`config.mk`:
```
export PLATFORM = sky130hd
export DESIGN_NAME = voxel_face_emitter_with_occlusion_flat
export DESIGN_NICKNAME = d
export VERILOG_FILES = /design/src/sv/vfe_pkg.sv /design/src/sv/vfe_channels.sv /design/src/sv/vfe_classify.sv /design/src/sv/vfe_queue.sv /design/src/sv/vfe_emit.sv /design/src/sv/voxel_face_emitter_with_occlusion.sv /design/src/flat_wrapper.sv
export SDC_FILE = /design/constraint.sdc
export NUM_CORES = 1
export LEC_CHECK = 0
export BUFFER_PORTS_ARGS = -buffer_cell sky130_fd_sc_hd__buf_4
export CAP_MARGIN = 0
export CELL_PAD_IN_SITES_DETAIL_PLACEMENT = 0
export CELL_PAD_IN_SITES_GLOBAL_PLACEMENT = 1
export CORE_ASPECT_RATIO = 1.25
export CORE_MARGIN = 4
export CORE_UTILIZATION = 30
export CTS_BUF_LIST = sky130_fd_sc_hd__clkbuf_4 sky130_fd_sc_hd__clkbuf_8
export DETAILED_ROUTE_END_ITERATION = 6
export GPL_ROUTABILITY_DRIVEN = 0
export PLACE_DENSITY = 0.51
export SYNTH_ARGS = -nofsm -noshare
export SYNTH_HDL_FRONTEND = slang
export SYNTH_SLANG_ARGS = --single-unit
```
`constraint.sdc`:
```
create_clock -name i_clk -period 4.7 [get_ports i_clk]
set_input_delay 0 -clock i_clk [delete_from_list [all_inputs] [get_ports i_clk]]
set_output_delay 0 -clock i_clk [all_outputs]
set_load 0.01 [all_outputs]
```
`src/sv/vfe_pkg.sv`:
```
package vfe_pkg;

    // default coordinate width
    localparam int COORD_BITS_DEF = 16;

    // depth of the queue between classifier and emitter
    localparam int QUEUE_DEPTH = 2;

    // face codes, in emission order
    localparam logic [2:0] FACE_FRONT  = 3'd0;
    localparam logic [2:0] FACE_LEFT   = 3'd1;
    localparam logic [2:0] FACE_BOTTOM = 3'd2;
    localparam logic [2:0] FACE_RIGHT  = 3'd3;
    localparam logic [2:0] FACE_TOP    = 3'd4;
    localparam logic [2:0] FACE_BACK   = 3'd5;
    localparam int NUM_FACES = 6;

    // corner codes
    localparam logic [1:0] CORNER_LB = 2'd0;
    localparam logic [1:0] CORNER_RB = 2'd1;
    localparam logic [1:0] CORNER_RT = 2'd2;
    localparam logic [1:0] CORNER_LT = 2'd3;

    // shade codes
    localparam logic [1:0] SHADE_FULL   = 2'd0;
    localparam logic [1:0] SHADE_OCC    = 2'd1;
    localparam logic [1:0] SHADE_BOTTOM = 2'd2;

    // occlusion rule selectors; all but RULE_DIM are also bit positions in the occlusion flags
    localparam logic [2:0] RULE_LOW = 3'd0;
    localparam logic [2:0] RULE_FL  = 3'd1;
    localparam logic [2:0] RULE_FR  = 3'd2;
    localparam logic [2:0] RULE_BL  = 3'd3;
    localparam logic [2:0] RULE_BR  = 3'd4;
    localparam logic [2:0] RULE_DIM = 3'd5;
    localparam int NUM_OCC = 5;

    typedef struct packed {
        logic       dx;
        logic       dy;
        logic       dz;
        logic [2:0] rule;
    } t_corner;

    function automatic t_corner mk_corner(input logic dx, input logic dy, input logic dz,
                                          input logic [2:0] rule);
        t_corner r;
        r.dx   = dx;
        r.dy   = dy;
        r.dz   = dz;
        r.rule = rule;
        return r;
    endfunction

    // fixed corner offsets and shade rule for each face and corner
    function automatic t_corner corner_desc(input logic [2:0] f, input logic [1:0] c);
        t_corner r;
        case ({f, c})
            {FACE_FRONT,  CORNER_LB}: r = mk_corner(1'b0, 1'b0, 1'b0, RULE_LOW);
            {FACE_FRONT,  CORNER_RB}: r = mk_corner(1'b1, 1'b0, 1'b0, RULE_LOW);
            {FACE_FRONT,  CORNER_RT}: r = mk_corner(1'b1, 1'b1, 1'b0, RULE_FR);
            {FACE_FRONT,  CORNER_LT}: r = mk_corner(1'b0, 1'b1, 1'b0, RULE_FL);
            {FACE_LEFT,   CORNER_LB}: r = mk_corner(1'b0, 1'b0, 1'b1, RULE_LOW);
            {FACE_LEFT,   CORNER_RB}: r = mk_corner(1'b0, 1'b0, 1'b0, RULE_LOW);
            {FACE_LEFT,   CORNER_RT}: r = mk_corner(1'b0, 1'b1, 1'b0, RULE_FL);
            {FACE_LEFT,   CORNER_LT}: r = mk_corner(1'b0, 1'b1, 1'b1, RULE_BL);
            {FACE_BOTTOM, CORNER_LB}: r = mk_corner(1'b0, 1'b0, 1'b1, RULE_DIM);
            {FACE_BOTTOM, CORNER_RB}: r = mk_corner(1'b1, 1'b0, 1'b1, RULE_DIM);
            {FACE_BOTTOM, CORNER_RT}: r = mk_corner(1'b1, 1'b0, 1'b0, RULE_DIM);
            {FACE_BOTTOM, CORNER_LT}: r = mk_corner(1'b0, 1'b0, 1'b0, RULE_DIM);
            {FACE_RIGHT,  CORNER_LB}: r = mk_corner(1'b1, 1'b0, 1'b0, RULE_LOW);
            {FACE_RIGHT,  CORNER_RB}: r = mk_corner(1'b1, 1'b0, 1'b1, RULE_LOW);
            {FACE_RIGHT,  CORNER_RT}: r = mk_corner(1'b1, 1'b1, 1'b1, RULE_BR);
            {FACE_RIGHT,  CORNER_LT}: r = mk_corner(1'b1, 1'b1, 1'b0, RULE_FR);
            {FACE_TOP,    CORNER_LB}: r = mk_corner(1'b0, 1'b1, 1'b0, RULE_FL);
            {FACE_TOP,    CORNER_RB}: r = mk_corner(1'b1, 1'b1, 1'b0, RULE_FR);
            {FACE_TOP,    CORNER_RT}: r = mk_corner(1'b1, 1'b1, 1'b1, RULE_BR);
            {FACE_TOP,    CORNER_LT}: r = mk_corner(1'b0, 1'b1, 1'b1, RULE_BL);
            {FACE_BACK,   CORNER_LB}: r = mk_corner(1'b1, 1'b0, 1'b1, RULE_LOW);
            {FACE_BACK,   CORNER_RB}: r = mk_corner(1'b0, 1'b0, 1'b1, RULE_LOW);
            {FACE_BACK,   CORNER_RT}: r = mk_corner(1'b0, 1'b1, 1'b1, RULE_BL);
            {FACE_BACK,   CORNER_LT}: r = mk_corner(1'b1, 1'b1, 1'b1, RULE_BR);
            default:                  r = mk_corner(1'b0, 1'b0, 1'b0, RULE_DIM);
        endcase
        return r;
    endfunction

endpackage

```
`src/sv/vfe_channels.sv`:
```
// block item channel
interface vfe_in_if #(
    parameter int COORD_BITS = vfe_pkg::COORD_BITS_DEF
);
    logic                         valid;
    logic                         ready;
    logic signed [COORD_BITS-1:0] pos_x;
    logic        [7:0]            pos_y;
    logic signed [COORD_BITS-1:0] pos_z;
    logic        [5:0]            face_neighbors;
    logic        [7:0]            upper_neighbors;

    modport source (output valid, pos_x, pos_y, pos_z, face_neighbors, upper_neighbors,
                    input ready);
    modport sink   (input valid, pos_x, pos_y, pos_z, face_neighbors, upper_neighbors,
                    output ready);
endinterface

// vertex item channel
interface vfe_out_if #(
    parameter int COORD_BITS = vfe_pkg::COORD_BITS_DEF
);
    logic                       valid;
    logic                       ready;
    logic signed [COORD_BITS:0] vert_x;
    logic        [8:0]          vert_y;
    logic signed [COORD_BITS:0] vert_z;
    logic        [2:0]          face;
    logic        [1:0]          corner;
    logic        [1:0]          shade;
    logic                       last;

    modport source (output valid, vert_x, vert_y, vert_z, face, corner, shade, last,
                    input ready);
    modport sink   (input valid, vert_x, vert_y, vert_z, face, corner, shade, last,
                    output ready);
endinterface

```
`src/sv/vfe_classify.sv`:
```
module vfe_classify #(
    parameter int COORD_BITS = vfe_pkg::COORD_BITS_DEF,
    parameter int WIDTH      = 2 * COORD_BITS + 8 + vfe_pkg::NUM_FACES + vfe_pkg::NUM_OCC
) (
    vfe_in_if.sink         i_item,
    input  logic           i_q_ready,
    output logic           o_q_push,
    output logic [WIDTH-1:0] o_q_data
);

    logic [vfe_pkg::NUM_FACES-1:0] w_mask;
    logic [vfe_pkg::NUM_OCC-1:0]   w_occ;
    logic [7:0]                    w_un;

    assign w_un = i_item.upper_neighbors;

    // visible faces: neighbor not solid, no bottom face at ground level
    always_comb begin
        w_mask = ~i_item.face_neighbors;
        if (i_item.pos_y == 8'd0) begin
            w_mask[vfe_pkg::FACE_BOTTOM] = 1'b0;
        end
    end

    // occlusion flag per shade rule
    always_comb begin
        w_occ = '0;
        w_occ[vfe_pkg::RULE_LOW] = i_item.face_neighbors[vfe_pkg::FACE_BOTTOM];
        w_occ[vfe_pkg::RULE_FL]  = w_un[0] | w_un[2] | w_un[4];
        w_occ[vfe_pkg::RULE_FR]  = w_un[0] | w_un[3] | w_un[5];
        w_occ[vfe_pkg::RULE_BL]  = w_un[1] | w_un[2] | w_un[6];
        w_occ[vfe_pkg::RULE_BR]  = w_un[1] | w_un[3] | w_un[7];
    end

    // a fully hidden block is taken and dropped
    assign i_item.ready = i_q_ready;
    assign o_q_push     = i_item.valid && i_q_ready && (w_mask != '0);
    assign o_q_data     = {i_item.pos_x, i_item.pos_y, i_item.pos_z, w_mask, w_occ};

endmodule

```
`src/sv/vfe_queue.sv`:
```
module vfe_queue #(
    parameter int WIDTH = 8,
    parameter int DEPTH = vfe_pkg::QUEUE_DEPTH
) (
    input  logic             i_clk,
    input  logic             i_rst_n,
    input  logic             i_push,
    input  logic [WIDTH-1:0] i_data,
    output logic             o_ready,
    input  logic             i_pop,
    output logic             o_valid,
    output logic [WIDTH-1:0] o_data
);

    localparam int AW = (DEPTH > 1) ? $clog2(DEPTH) : 1;
    localparam int CW = $clog2(DEPTH + 1);

    logic [WIDTH-1:0] r_mem [DEPTH];
    logic [AW-1:0]    r_wr, r_rd, n_wr, n_rd;
    logic [CW-1:0]    r_cnt, n_cnt;
    logic             w_do_push, w_do_pop;

    assign o_ready   = (r_cnt != CW'(DEPTH));
    assign o_valid   = (r_cnt != '0);
    assign o_data    = r_mem[r_rd];
    assign w_do_push = i_push && o_ready;
    assign w_do_pop  = i_pop && o_valid;

    // pointer and count update
    always_comb begin
        n_wr  = r_wr;
        n_rd  = r_rd;
        n_cnt = r_cnt;
        if (w_do_push) begin
            n_wr = (r_wr == AW'(DEPTH - 1)) ? '0 : r_wr + AW'(1);
        end
        if (w_do_pop) begin
            n_rd = (r_rd == AW'(DEPTH - 1)) ? '0 : r_rd + AW'(1);
        end
        if (w_do_push && !w_do_pop) begin
            n_cnt = r_cnt + CW'(1);
        end else if (!w_do_push && w_do_pop) begin
            n_cnt = r_cnt - CW'(1);
        end
    end

    always_ff @(posedge i_clk) begin
        if (!i_rst_n) begin
            r_wr  <= '0;
            r_rd  <= '0;
            r_cnt <= '0;
        end else begin
            r_wr  <= n_wr;
            r_rd  <= n_rd;
            r_cnt <= n_cnt;
        end
    end

    // storage
    always_ff @(posedge i_clk) begin
        if (w_do_push) begin
            r_mem[r_wr] <= i_data;
        end
    end

endmodule

```
`src/sv/vfe_emit.sv`:
```
module vfe_emit #(
    parameter int COORD_BITS = vfe_pkg::COORD_BITS_DEF,
    parameter int WIDTH      = 2 * COORD_BITS + 8 + vfe_pkg::NUM_FACES + vfe_pkg::NUM_OCC
) (
    input  logic             i_clk,
    input  logic             i_rst_n,
    input  logic             i_q_valid,
    input  logic [WIDTH-1:0] i_q_data,
    output logic             o_q_pop,
    vfe_out_if.source        o_vert
);

    localparam int NF = vfe_pkg::NUM_FACES;
    localparam int NO = vfe_pkg::NUM_OCC;

    // item being emitted
    logic                         r_busy;
    logic signed [COORD_BITS-1:0] r_pos_x, r_pos_z;
    logic        [7:0]            r_pos_y;
    logic        [NF-1:0]         r_mask;
    logic        [NO-1:0]         r_occ;
    logic        [1:0]            r_corner;

    // output register
    logic                       r_ov;
    logic signed [COORD_BITS:0] r_vx, r_vz;
    logic        [8:0]          r_vy;
    logic        [2:0]          r_face;
    logic        [1:0]          r_vcorner, r_shade;
    logic                       r_last;

    logic                   w_adv, w_quad_end, w_item_end, w_pop;
    logic [2:0]             w_face;
    logic [NF-1:0]          w_face_bit, w_mask_left;
    vfe_pkg::t_corner       w_cd;
    logic [1:0]             w_shade;

    // lowest remaining face
    always_comb begin
        w_face = vfe_pkg::FACE_FRONT;
        for (int i = NF - 1; i >= 0; i--) begin
            if (r_mask[i]) begin
                w_face = 3'(i);
            end
        end
    end

    assign w_face_bit  = NF'(1) << w_face;
    assign w_mask_left = r_mask & ~w_face_bit;
    assign w_quad_end  = (r_corner == vfe_pkg::CORNER_LT);
    assign w_item_end  = w_quad_end && (w_mask_left == '0);
    assign w_adv       = r_busy && (!r_ov || o_vert.ready);
    assign w_pop       = i_q_valid && (!r_busy || (w_adv && w_item_end));
    assign o_q_pop     = w_pop;

    // corner offsets and shade
    assign w_cd = vfe_pkg::corner_desc(w_face, r_corner);
    always_comb begin
        if (w_cd.rule == vfe_pkg::RULE_DIM) begin
            w_shade = vfe_pkg::SHADE_BOTTOM;
        end else if (r_occ[w_cd.rule]) begin
            w_shade = vfe_pkg::SHADE_OCC;
        end else begin
            w_shade = vfe_pkg::SHADE_FULL;
        end
    end

    // sequencer control
    always_ff @(posedge i_clk) begin
        if (!i_rst_n) begin
            r_busy   <= 1'b0;
            r_corner <= vfe_pkg::CORNER_LB;
            r_ov     <= 1'b0;
        end else begin
            if (w_pop) begin
                r_busy   <= 1'b1;
                r_corner <= vfe_pkg::CORNER_LB;
            end else if (w_adv) begin
                r_corner <= r_corner + 2'd1;
                if (w_item_end) begin
                    r_busy <= 1'b0;
                end
            end
            if (w_adv) begin
                r_ov <= 1'b1;
            end else if (o_vert.ready) begin
                r_ov <= 1'b0;
            end
        end
    end

    // item payload and remaining faces
    always_ff @(posedge i_clk) begin
        if (w_pop) begin
            {r_pos_x, r_pos_y, r_pos_z, r_mask, r_occ} <= i_q_data;
        end else if (w_adv && w_quad_end) begin
            r_mask <= w_mask_left;
        end
    end

    // vertex output register
    always_ff @(posedge i_clk) begin
        if (w_adv) begin
            r_vx      <= {r_pos_x[COORD_BITS-1], r_pos_x} + (COORD_BITS + 1)'(w_cd.dx);
            r_vy      <= {1'b0, r_pos_y} + 9'(w_cd.dy);
            r_vz      <= {r_pos_z[COORD_BITS-1], r_pos_z} + (COORD_BITS + 1)'(w_cd.dz);
            r_face    <= w_face;
            r_vcorner <= r_corner;
            r_shade   <= w_shade;
            r_last    <= w_item_end;
        end
    end

    assign o_vert.valid  = r_ov;
    assign o_vert.vert_x = r_vx;
    assign o_vert.vert_y = r_vy;
    assign o_vert.vert_z = r_vz;
    assign o_vert.face   = r_face;
    assign o_vert.corner = r_vcorner;
    assign o_vert.shade  = r_shade;
    assign o_vert.last   = r_last;

endmodule

```
`src/sv/voxel_face_emitter_with_occlusion.sv`:
```
// Voxel face emitter: each block item (position plus solid-neighbor flags) yields one quad of
// four vertex items for every visible face, in the order front, left, bottom, right, top,
// back, with last set on the final vertex; a fully hidden block yields nothing. The vertex
// emitter puts out one vertex per cycle unless the receiver holds ready low, and sustained
// throughput is one vertex per cycle set by that single output register. A two-entry
// queue between the classifier and the emitter lets new blocks be taken while the previous
// one is still being emitted; when the emitter is free, a taken block passes through the
// queue and the emitter's item registers before its first vertex leaves the output register.
module voxel_face_emitter_with_occlusion #(
    parameter int COORD_BITS = vfe_pkg::COORD_BITS_DEF
) (
    input  logic      i_clk,
    input  logic      i_rst_n,
    vfe_in_if.sink    i_item,
    vfe_out_if.source o_vert
);

    localparam int WIDTH = 2 * COORD_BITS + 8 + vfe_pkg::NUM_FACES + vfe_pkg::NUM_OCC;

    logic             w_push, w_q_ready, w_pop, w_q_valid;
    logic [WIDTH-1:0] w_push_data, w_pop_data;

    // classifier
    vfe_classify #(.COORD_BITS(COORD_BITS), .WIDTH(WIDTH)) u_classify (
        .i_item    (i_item),
        .i_q_ready (w_q_ready),
        .o_q_push  (w_push),
        .o_q_data  (w_push_data)
    );

    // decoupling queue
    vfe_queue #(.WIDTH(WIDTH), .DEPTH(vfe_pkg::QUEUE_DEPTH)) u_queue (
        .i_clk   (i_clk),
        .i_rst_n (i_rst_n),
        .i_push  (w_push),
        .i_data  (w_push_data),
        .o_ready (w_q_ready),
        .i_pop   (w_pop),
        .o_valid (w_q_valid),
        .o_data  (w_pop_data)
    );

    // vertex emitter
    vfe_emit #(.COORD_BITS(COORD_BITS), .WIDTH(WIDTH)) u_emit (
        .i_clk     (i_clk),
        .i_rst_n   (i_rst_n),
        .i_q_valid (w_q_valid),
        .i_q_data  (w_pop_data),
        .o_q_pop   (w_pop),
        .o_vert    (o_vert)
    );

endmodule

```
`src/flat_wrapper.sv`:
```
// flat-port wrapper written by rule: the top's interface ports become plain ports
module voxel_face_emitter_with_occlusion_flat 
#(
    parameter int COORD_BITS = vfe_pkg::COORD_BITS_DEF
)
  (i_clk, i_rst_n, i_item_valid, i_item_pos_x, i_item_pos_y, i_item_pos_z, i_item_face_neighbors, i_item_upper_neighbors, i_item_ready, o_vert_valid, o_vert_vert_x, o_vert_vert_y, o_vert_vert_z, o_vert_face, o_vert_corner, o_vert_shade, o_vert_last, o_vert_ready);
  vfe_in_if #(.COORD_BITS(COORD_BITS)) i_item_i ();
  vfe_out_if #(.COORD_BITS(COORD_BITS)) o_vert_i ();
  input  logic i_clk;
  input  logic i_rst_n;
  input wire logic [$bits(i_item_i.valid)-1:0] i_item_valid;
  input wire logic [$bits(i_item_i.pos_x)-1:0] i_item_pos_x;
  input wire logic [$bits(i_item_i.pos_y)-1:0] i_item_pos_y;
  input wire logic [$bits(i_item_i.pos_z)-1:0] i_item_pos_z;
  input wire logic [$bits(i_item_i.face_neighbors)-1:0] i_item_face_neighbors;
  input wire logic [$bits(i_item_i.upper_neighbors)-1:0] i_item_upper_neighbors;
  output wire logic [$bits(i_item_i.ready)-1:0] i_item_ready;
  output wire logic [$bits(o_vert_i.valid)-1:0] o_vert_valid;
  output wire logic [$bits(o_vert_i.vert_x)-1:0] o_vert_vert_x;
  output wire logic [$bits(o_vert_i.vert_y)-1:0] o_vert_vert_y;
  output wire logic [$bits(o_vert_i.vert_z)-1:0] o_vert_vert_z;
  output wire logic [$bits(o_vert_i.face)-1:0] o_vert_face;
  output wire logic [$bits(o_vert_i.corner)-1:0] o_vert_corner;
  output wire logic [$bits(o_vert_i.shade)-1:0] o_vert_shade;
  output wire logic [$bits(o_vert_i.last)-1:0] o_vert_last;
  input wire logic [$bits(o_vert_i.ready)-1:0] o_vert_ready;
  assign i_item_i.valid = i_item_valid;
  assign i_item_i.pos_x = i_item_pos_x;
  assign i_item_i.pos_y = i_item_pos_y;
  assign i_item_i.pos_z = i_item_pos_z;
  assign i_item_i.face_neighbors = i_item_face_neighbors;
  assign i_item_i.upper_neighbors = i_item_upper_neighbors;
  assign i_item_ready = i_item_i.ready;
  assign o_vert_valid = o_vert_i.valid;
  assign o_vert_vert_x = o_vert_i.vert_x;
  assign o_vert_vert_y = o_vert_i.vert_y;
  assign o_vert_vert_z = o_vert_i.vert_z;
  assign o_vert_face = o_vert_i.face;
  assign o_vert_corner = o_vert_i.corner;
  assign o_vert_shade = o_vert_i.shade;
  assign o_vert_last = o_vert_i.last;
  assign o_vert_i.ready = o_vert_ready;
  voxel_face_emitter_with_occlusion #(.COORD_BITS(COORD_BITS)) u_core (.i_clk(i_clk), .i_rst_n(i_rst_n), .i_item(i_item_i), .o_vert(o_vert_i));
endmodule
```
==> summary.txt <==
Final nets: 755
VDD IR-drop max: 0.196 mV
Bufs and invs on worst path: 1
Max Clock Freq: 303 MHz
CTS-repair resized insts: 0
Setup bufs post-CTS: 0
Synthesized Nets: 558
Skew-Pair Late Insertion Delay: 0.50 ns
P_int: 4020 uW
Clock Path Buffers: 3
Die width: 157 um
EDFF count, synth: 204
Drt drc: 0
Die height: 194 um
Most frequent CP cell: nand3_1
Final WL: 17.0 mm
Commonest non-fill, non-tap cells in the layout: 204 x edfxtp_1, 117 x buf_4, 57 x dlygate4sd3_1, 46 x mux2_2, 39 x clkbuf_8
CTS tree: yes
Iteration-0 DRC Markers: 181
Mapped Cells: 492
Maxcap violations: 0
Fin Clk Skew: 0.0100 ns
Routed vias: 4666
Global route overflow: 0
Synth warnings: 0
Period utilization: 70.1%
Sw Ratio: 28.1%
Total track usage: 11.2%
Flop2flop setup slack: 1.40 ns
Worst hold-check path type: input port to flop
Main area contributors after synthesis: edfxtp_1 74%, mux2_2 6.2%, xnor2_1 2.2%, dfxtp_1 2.2%, xor2_1 1.8%
Asr flop ratio synth: 0%
Power share of the clock group: 27.7%
Cts hold-fix bufs: 57
Status: complete, no violations
Reg power frac: 51.2%
Worst path max stage delay: 0.66 ns
Gate power share: 21.1%
Critical path, cell by cell: or4_1 -> or2_0 -> inv_1 -> o211ai_1 -> nand3_1 -> ha_1 -> ha_1 -> nand3_1 -> nor2_1 -> nand3_1 -> xnor2_1
Register bit count reported by yosys: 213
CTS Buf Count: 37
Syn avg cell area: 16.9 sq um
CTS clk-pin slew, worst paths: 0.06 ns
Critical Path Sink Type: flop
Slowest cell on the critical path: or4_1
Avg Vias per Cell: 4.40
RSZ-0062 raised after global routing: no
Setup_tns: 0 ns
Post-synthesis sequential area ratio: 76.1%
Worst-Margin Slew: 0.852 ns
Initial Util: 30.7%
Pwr dens: 518 nW/um^2
H-tree Lvls: 2
Slew Viols, Final: 0
Detailed-placement wirelength estimate: 11.5 mm
Port Buffers: 110
Layout area overhead: 30.2%
Critical path peak fanout: 9
Min Clock Period, post-route: 3.30 ns
Dominant cell type by area after synthesis: edfxtp_1
Layout cell share with drive strength beyond 1: 31.3%
Post-route ant nets: 0
Setup violators final: 0
Initial antenna violation count: 0
CTS Root Cell: clkbuf_8
Largest net degree at the start of global routing: 36
Worst setup SP type: flop
Ys flop type: edfxtp_1
Post-synthesis cell type count: 44
Core Region: 27000 sq um
Drt first pass iters: 4
Post-layout util: 40.0%
First-pass GRT wire length: 26.9 mm
Vias in the first global route: 5096
I/O pin count: 111
Crit path max-delay family: simple AND/OR/NAND/NOR gates
LEAKAGE: 0.00387 uW
Worst endpoint required time: 4.96 ns
Antenna diode count: 0
Rows: 67
Area share of the largest cell type after synthesis: 73.9%
Critical Path AT: 3.55 ns
WL/cell: 16.0 um
Mapped cell area: 8290 sq um
Area of the die: 30400 sq um
Worst slew margin: 42.6%
Setup CP Type: flop to flop
Most common cell after layout, fill and taps aside: edfxtp_1
CTS sink count: 213
Hold Vio Cnt, Final: 0
NetSw: 1570 uW
-- path summary, 6_finish.rpt --
path	startpoint	endpoint	cells past startpoint
setup / recovery	u_core.u_emit.r_mask[0]	u_core.u_emit.o_vert.vert_z[14]	11
hold / removal	i_item_pos_x[7]	u_core.u_queue.r_mem[0][42]	2
setup reg to reg	u_core.u_emit.r_mask[0]	u_core.u_emit.o_vert.vert_z[14]	11
hold reg to reg	u_core.u_emit.r_busy	u_core.u_emit.o_vert.valid	2
-- stage by stage --
step | std cells | setup WS, ns | cell area [sq um] | hold WS (ns) | total power [uW]
final | 1061 | 1.40 | 10800 | 0.220 | 5590
after global routing | 1061 | 1.14 | 10800 | 0.186 | 5960
after CTS | 1061 | 1.38 | 10800 | 0.180 | 5720
after detailed placement | 938 | 1.36 | 9540 | 0.188 | 4090
after global placement | 938 | 1.49 | 9540 | 0.186 | 4070
after floorplan | 492 | 1.20 | 8290 | 0.0989 | 3580
-- routing by layer --
layer	track usage [%]	wire length [um]	up-vias
met5	0	0	-
met4	3.89	415	0
met3	2.39	792	30
met2	19.9	8890	107
met1	13.3	6860	2258
li1	-	-	2271
-- cell type report --
class                   instances  area, sq um
fillers                      2550        16200
flip-flops and latches        213         6310
multi-input cells             246         1860
repair buffers                174         1450
clock buffers                  50          619
well taps                     345          432
clock inverters                16         66.3
inverters                      17         63.8
-- sequential cells by signal, indices dropped and copies added (netlist names), 2 cells and up, named ones only --
name,cells
u_core.u_emit.o_vert.shade,2
u_core.u_emit.r_pos_y,8
u_core.u_emit.r_corner,2
u_core.u_emit.o_vert.vert_y,9
u_core.u_emit.r_mask,6
u_core.u_queue.r_cnt,2
u_core.u_emit.r_pos_z,16
u_core.u_emit.o_vert.vert_z,17
u_core.u_emit.o_vert.corner,2
u_core.u_emit.r_pos_x,16
u_core.u_emit.r_occ,5
u_core.u_emit.o_vert.face,3
u_core.u_emit.o_vert.vert_x,17
u_core.u_queue.r_mem,102
-- logic make-up after synthesis --
family                     share of synthesized area [%]
DFF                                                 76.1
and+or+nand+nor                                     6.08
muxes                                               7.33
AOI/OAI and AO/OA                                   3.50
xor gates and xnor gates                            4.01
buffers and inverters                               1.69
adders and majority gates                           1.33
-- synthesized netlist by cell type, types with 3 or more instances --
cell type  instances
inv_1             17
a21oi_1            4
and3_1            10
nand2_1           23
buf_2              7
and2_1             5
nand3_1           18
nor2_1            21
xor2_1            17
nand4_1            4
edfxtp_1         204
mux2i_1            9
o31ai_1            3
dfxtp_1            9
xnor2_1           21
clkbuf_1           8
or3_1              5
o21ai_0           16
o211ai_1           3
mux2_2            46
nand2b_1           4
ha_1               8
-- power by group through the flow --
stage | logic [uW] | registers (uW) | clock network, uW
floorplan | 749 | 2830 | 0
global placement | 1170 | 2900 | 0
detailed placement | 1180 | 2910 | 0
CTS | 1230 | 2870 | 1630
global route | 1320 | 2910 | 1730
finish | 1180 | 2860 | 1550
Note: power is estimated with default switching activity, not from simulation.
